### src/design/bet_pkg.sv
// Shared types, constants and saturating fixed-point helpers for the escape-time block.
package bet_pkg;
  localparam int COUNT_BITS = 12;
  localparam int FRAC_BITS = 28;
  localparam int DP_W = 40;
  localparam int DP_FRAC = 30;
  localparam int IN_SHIFT = DP_FRAC - FRAC_BITS;
  localparam int CLR_W = 13;

  typedef logic signed [DP_W-1:0] dp_t;

  localparam dp_t DP_MAX = {1'b0, {(DP_W-1){1'b1}}};
  localparam dp_t DP_MIN = {1'b1, {(DP_W-1){1'b0}}};
  localparam dp_t ESCAPE_SQ = dp_t'(64'sd10 <<< DP_FRAC);
  localparam dp_t K27 = dp_t'(64'sd27 <<< DP_FRAC);

  localparam logic [1:0] CFG_D_REAL = 2'd0;
  localparam logic [1:0] CFG_D_IMAG = 2'd1;
  localparam logic [1:0] CFG_MAX_IT = 2'd2;
  localparam logic [1:0] CFG_UNUSED = 2'd3;

  localparam logic [1:0] OUT_ESCAPED = 2'd0;
  localparam logic [1:0] OUT_BOUNDED = 2'd1;
  localparam logic [1:0] OUT_DISC = 2'd2;

  typedef enum logic [4:0] {
    ST_IDLE, ST_PREP, ST_START, ST_INIT_RE2, ST_INIT_IM2, ST_TEST,
    ST_M1, ST_M1W, ST_M2, ST_M3, ST_STEP_END,
    ST_D1, ST_D2, ST_D3, ST_D4, ST_D5, ST_DSUM,
    ST_RUN_END, ST_OUT
  } state_t;

  typedef struct packed {
    logic go;
    dp_t a;
    dp_t b;
  } mul_req_t;

  function automatic dp_t sat_w(input logic signed [47:0] v);
    if (v > 48'(DP_MAX)) return DP_MAX;
    if (v < 48'(DP_MIN)) return DP_MIN;
    return v[DP_W-1:0];
  endfunction

  function automatic dp_t sadd(input dp_t a, input dp_t b);
    return sat_w(48'(a) + 48'(b));
  endfunction

  function automatic dp_t ssub(input dp_t a, input dp_t b);
    return sat_w(48'(a) - 48'(b));
  endfunction

  function automatic dp_t sscale(input dp_t a, input logic signed [9:0] k);
    logic signed [55:0] p;
    p = 56'(a) * 56'(k);
    if (p > 56'(DP_MAX)) return DP_MAX;
    if (p < 56'(DP_MIN)) return DP_MIN;
    return p[DP_W-1:0];
  endfunction
endpackage

### src/design/bet_mul.sv
// Shared Q9.30 multiplier: two 40x20 partial products, one per cycle, then saturation.
module bet_mul (
  input  logic              clk,
  input  logic              rst_n,
  input  bet_pkg::mul_req_t req,
  output logic              done,
  output bet_pkg::dp_t      prod
);
  logic [1:0] ph_r, ph_nxt;
  logic neg_r, neg_nxt;
  logic [40:0] ma_r, ma_nxt, mb_r, mb_nxt;
  logic [81:0] acc_r, acc_nxt;
  logic [60:0] pp;
  logic [71:0] mag;
  logic [40:0] lim;
  bet_pkg::dp_t res;

  assign pp = ma_r * (ph_r == 2'd1 ? mb_r[19:0] : mb_r[39:20]);

  always_comb begin
    ph_nxt = ph_r;
    neg_nxt = neg_r;
    ma_nxt = ma_r;
    mb_nxt = mb_r;
    acc_nxt = acc_r;
    if (req.go) begin
      ph_nxt = 2'd1;
      neg_nxt = req.a[39] ^ req.b[39];
      ma_nxt = req.a[39] ? 41'(-42'(req.a)) : 41'(req.a);
      mb_nxt = req.b[39] ? 41'(-42'(req.b)) : 41'(req.b);
      acc_nxt = '0;
    end else if (ph_r == 2'd1) begin
      ph_nxt = 2'd2;
      acc_nxt = 82'(pp);
    end else if (ph_r == 2'd2) begin
      ph_nxt = 2'd3;
      acc_nxt = acc_r + (82'(pp) << 20) + (82'(ma_r * mb_r[40]) << 40);
    end else if (ph_r == 2'd3) begin
      ph_nxt = 2'd0;
    end
  end

  always_comb begin
    mag = 72'(acc_r >> 30);
    lim = (mag > 72'(41'h100_0000_0000)) ? 41'h100_0000_0000 : mag[40:0];
    if (neg_r) res = (lim >= 41'h080_0000_0000) ? bet_pkg::DP_MIN
                   : bet_pkg::dp_t'(-42'(lim));
    else res = (lim > 41'(bet_pkg::DP_MAX)) ? bet_pkg::DP_MAX : bet_pkg::dp_t'(lim);
  end

  assign done = (ph_r == 2'd3);
  assign prod = res;

  always_ff @(posedge clk) begin
    if (!rst_n) ph_r <= 2'd0;
    else ph_r <= ph_nxt;
    neg_r <= neg_nxt;
    ma_r <= ma_nxt;
    mb_r <= mb_nxt;
    acc_r <= acc_nxt;
  end
endmodule

### config.mk
export PLATFORM = sky130hd
export DESIGN_NAME = bet_mul
export DESIGN_NICKNAME = d
export VERILOG_FILES = /design/src/design/bet_pkg.sv /design/src/design/bet_mul.sv
export SDC_FILE = /design/constraint.sdc
export NUM_CORES = 2
export LEC_CHECK = 0
export BUFFER_PORTS_ARGS = -buffer_cell sky130_fd_sc_hd__buf_4
export CAP_MARGIN = 20
export CELL_PAD_IN_SITES_DETAIL_PLACEMENT = 1
export CELL_PAD_IN_SITES_GLOBAL_PLACEMENT = 2
export CORE_MARGIN = 2
export CORE_UTILIZATION = 41
export DETAILED_ROUTE_END_ITERATION = 8
export PLACE_DENSITY = 0.94
export SYNTH_ARGS = -nofsm -noshare
export SYNTH_HDL_FRONTEND = slang
export SYNTH_SLANG_ARGS = --single-unit
### constraint.sdc
create_clock -name clk -period 14.15 [get_ports clk]
set_input_delay 0.7075 -clock clk [delete_from_list [all_inputs] [get_ports clk]]
set_output_delay 0.7075 -clock clk [all_outputs]
set_load 0.01 [all_outputs]
Yosys cells after proc, flatten, opt, wreduce, memory -nomap -nowiden --
Index checks and enable logic that the tools add are counted.
Word-level totals: register bits 167, word-level logic and storage cells 42
Operators by class: add/sub/neg operators 5, multiply operators 2, order comparisons 3, equality and inequality tests 3, muxes and demuxes 13, bitwise logic cells 2, reductions and logical operators 5
Operators by type and width (number):
- $mux 61 | 2
- $mux 40 | 3
- $add 82x81->82 | 1
- $add 82x82->82 | 1
- $neg 40->41 | 2
- $mux 39 | 2
- $mul 41x20->61 | 1
- $gt 52x41->1 const B | 1
- $mul 41x1->42 | 1
- $ge 41x40->1 const B | 1
- $gt 41x39->1 const B | 1
- $mux 41 | 1
- $neg 40->40 | 1
- $mux 20 | 1
- $mux 2 | 3
- $eq 2x2->1 const B | 2
- $reduce_bool 4->1 | 1
- $reduce_or 2->1 | 2
- $reduce_bool 3->1 | 1
- $eq 2x1->1 const B | 1
- $reduce_bool 2->1 | 1
- $mux 1 | 1
- $not 1->1 | 1
- $xor 1x1->1 | 1

Logic depth before layout (Yosys ltp) --
depth in word-level cells 7, gate-level depth with buffers 47, depth with buffers taken out 44

Worst setup path before layout --
Ideal clock, no wire load.
kind register to register, start register ph_r[1], end register acc_r[78], setup time 0.117 ns, data arrival time 10.648 ns, required time 14.033 ns, path slack 3.385 ns, cell stages (with the launch flop) 45, buffers on the path 4, clock period less this slack 10.765 ns, cell sequence dfxtp_1 > inv_1 > ha_1 > buf_1 > clkbuf_1 > mux2_2 > clkbuf_1 > nand2_1 > fa_1 > inv_1 > fa_1 > inv_1 > fa_1 > inv_1 > fa_1 > fa_1 > fa_1 > inv_1 > [... 9 more ...] > o31a_1 > nand2b_1 > o21ai_0 > xnor2_1 > fa_1 > inv_1 > ha_1 > and4_1 > nand3_1 > or4b_1 > a21oi_1 > a211oi_1 > o21ai_1 > a2111oi_0 > nor3_1 > a31oi_1 > xnor2_1 > a22o_1
Between the ends: longest elaborated chain between the ends 5
Ends and longest elaborated chain:
- start, declared | line bet_mul.sv:9 | logic [1:0] ph_r, ph_nxt;
- start signal, assigned | line bet_mul.sv:56 | else ph_r <= ph_nxt;
- $eq 2x1->1 | line bet_mul.sv:18, bet_mul.sv:32
- $mux 20 | line bet_mul.sv:18 | assign pp = ma_r * (ph_r == 2'd1 ? mb_r[19:0] : mb_r[39:20]);
- $mul 41x20->61 | line bet_mul.sv:18
- $add 82x81->82 | line bet_mul.sv:37 | acc_nxt = acc_r + (82'(pp) << 20) + (82'(ma_r * mb_r[40]) << 40);
- $add 82x82->82 | line bet_mul.sv:37
- end signal, assigned | line bet_mul.sv:60 | acc_r <= acc_nxt;
- end, declared | line bet_mul.sv:12 | logic [81:0] acc_r, acc_nxt;
Several ways; a longest one is shown, not always the timed one. A chain may end at the register's enable or synchronous reset.

Worst setup path after layout --
Same ends and word-level chain as after synthesis.

==> impl_metrics.yaml <==
timing:
  finalSetupTns_ps: 0
  worst_pin_slew_ps: 1170
  fin_crit_ps: 12990
  drv_slew: 0
  fmax_mhz: 77.0
  skew_ps: 41.1
  setup_viol: 0
  fin_crit_sh_pct: 91.8
  relSlewSlack_pct: 21.7
  finalHoldViolCount: 0
  rsz0062_at_grt: "no"
cts:
  cts_tree: "done"
  clock_latency_ps: 560
  cts_hold_buffers: 0
  htreeDepth: 4
  cts.sinks: 147
  path_clk_slew_ps: 80
  cts-resized-gates: 0
  clockBufferDepth: 2
  cts_root_buf: "clkbuf_16"
  post-cts-setup-buffer-count: 0
  cts_buffers: 17
setup_path:
  crit_path_start_kind: "register"
  crit_type: "register to register"
  critPathRequiredTime_ps: 14570
  critPathMaxStageDelay_ps: 680
  cp-end-kind: "register"
  cp_slowest_cell: "mux2_2"
  crit_path_max_fanout: 21
  worstPathArrival_ps: 13410
  critPathMostFrequentCell: "fa_1"
final_layout:
  antenna_cells: 0
  nets: 5712
  register_area_sq_mm: 0.00377
  final.fill_count: 11566
  drive_above_1_share_pct: 6.40
  syn2layout_area_growth_pct: 6.52
  multi_input_area_sq_mm: 0.0316
synth:
  synthArstFlopShare_pct: 0
  synth-seq-cells: 147
  synthSimpleGateAreaFrac_pct: 17.4
  synth_edf_count: 83
  synth_ff_type: "edfxtp_1"
  synth_top_cells_by_area: "fa_1 (37%), inv_1 (8.5%), ha_1 (8.2%), nand2_1 (6.8%), edfxtp_1 (6.3%)"
  yosysSeqAreaShare_pct: 9.48
  syn_inst: 4694
  yosysTopAreaCellShare_pct: 37.2
  synth.distinct_cells: 93
  ys.warnings.count: 0
  synth.area.mux_share_pct: 1.08
  synth_area_sq_mm: 0.0398
  synth_top_family_by_area: "adder cells"
  synthAdderAreaFrac_pct: 45.4
  synth_compound_area_share_pct: 11.2
  synth_xor_area_share_pct: 4.20
  syn_avg_cell_area_sq_um: 8.48
  synth_top_area_cell: "fa_1"
die:
  die_w_microns: 316
  io_pins: 124
  row_count: 114
  core_sq_mm: 0.0964
  dieArea_sq_mm: 0.0996
  die_h_microns: 316
  start_util_pct: 41.3
route:
  routed_wl_microns: 142000
  via_per_inst: 5.67
  via_count: 33576
  wl_per_cell_microns: 24.0
  drt_iter0_drc: 2236
  ant_nets: 0
  firstDrtPassIters: 5
  drc_errors: 0
global_route:
  gr-total-overflow: 0
  grt_first_pass_wirelength_microns: 221000
  top_usage_layer: "met2"
  grt_max_degree: 67
  grt_pass1_vias: 36789
  use_met2_pct: 48.7
  gr-usage-met1_pct: 37.1
  grt.met3_usage_pct: 5.35
  grt.total_usage_pct: 29.2
  antenna_found_initial: 8
placement:
  portBuffers: 123
  hpwl_microns: 112000
  gp_congestion: 0.931
run:
  maxCapViolations: 0
min_path:
  hold_path_class: "input pin to register"
outcome:
  outcome: "complete, no violations"
[state kept, by name, indices dropped and copies added, names as in the netlist]
name	cells
acc_r	62
ma_r	41
mb_r	41
neg_r	1
ph_r	2
[Yosys cell counts, types with 5 or more instances]
library cell / n
a211oi_1: 18
a21boi_0: 12
a21o_1: 72
a21oi_1: 183
a221o_1: 5
a22o_1: 9
a22oi_1: 5
a31oi_1: 24
and2_1: 304
and3_1: 17
and4_1: 7
buf_1: 7
clkbuf_1: 268
dfxtp_1: 64
edfxtp_1: 83
fa_1: 740
ha_1: 260
inv_1: 903
mux2_2: 25
mux2i_1: 15
nand2_1: 723
nand2b_1: 22
nand3_1: 56
nand4_1: 48
nor2_1: 124
nor2b_1: 10
nor3_1: 42
nor3b_1: 7
nor4_1: 16
o211ai_1: 15
o21a_1: 14
o21ai_0: 142
o21ai_1: 16
o21bai_1: 26
o221a_2: 8
o221ai_1: 17
o22ai_1: 6
o31a_1: 8
o31ai_1: 37
o41ai_1: 14
or3_1: 19
or4_1: 23
xnor2_1: 133
xor2_1: 58
[final timing paths]
kind | startpoint | endpoint | slack, ps | depth (start not counted)
setup / recovery | ph_r[1] | acc_r[78] | 1160 | 40
hold / removal | req[0] | mb_r[0] | 390 | 1
setup reg to reg | ph_r[1] | acc_r[78] | 1160 | 40
hold reg to reg | acc_r[23] | acc_r[23] | 520 | 2
[cell type report]
cell class | instances | share of cell area [%]
flip-flops and latches | 147 | 8.90
multi-input cells | 3364 | 74.5
well taps | 1276 | 3.76
clock buffers | 17 | 1.00
inverters | 903 | 7.99
repair buffers | 196 | 3.47
clock inverters | 15 | 0.380
[routing by layer]
layer  part of all wire (%)  up-vias
li1                       -    14573
met1                     40    17457
met2                     48     1237
met3                    7.0      301
met4                    4.6        8
met5                  0.041        -
[metrics by stage]
step | instance area [sq um] | util [%] | instances | setup WS (ps) | hold WS [ps]
final | 42400 | 44.0 | 5918 | 1160 | 390
after global routing | 42400 | 44.0 | 5918 | 547 | 381
after CTS | 42400 | 44.0 | 5918 | 1390 | 357
after detailed placement | 41800 | 43.4 | 5886 | 1410 | 501
after global placement | 41800 | 43.4 | 5886 | 1610 | 484
after floorplan | 39800 | - | 4695 | 3380 | 439
[cells by family after synthesis]
logic type | Yosys count
muxes | 40
DFF | 147
AOI/OAI and AO/OA | 686
and+or+nand+nor | 1445
xor gates and xnor gates | 191
other | 1
adders and majority gates | 1000
buffers and inverters | 1184
[layout by cell type (no fill, tap or decap), drive strengths merged, types with 22 or more instances in the layout]
cell type	count
or4	25
mux2	25
a21oi	185
dfxtp	64
ha	260
xnor2	133
nand3	57
a21o	72
nor2	125
or3	23
fa	740
o21ai	159
xor2	58
nand2	725
and2	304
buf	196
a31oi	24
nor3	44
nand2b	22
o31ai	38
edfxtp	83
inv	911
o21bai	26
nand4	48
[worst max-delay path, delay by kind of cell, from the launching register on]
family,cells,cell delay (ps)
flip-flops,1,360
adder cells (fa/ha/maj),11,5590
buffers and inverters,6,760
multiplexers,1,680
AND/OR/NAND/NOR,7,1970
XOR/XNOR,2,340
AO/OA/AOI/OAI,13,3170
Power is left out: the tool's default activity adds up to more than one toggle a clock period on the data nets, which glitch-free logic cannot reach.
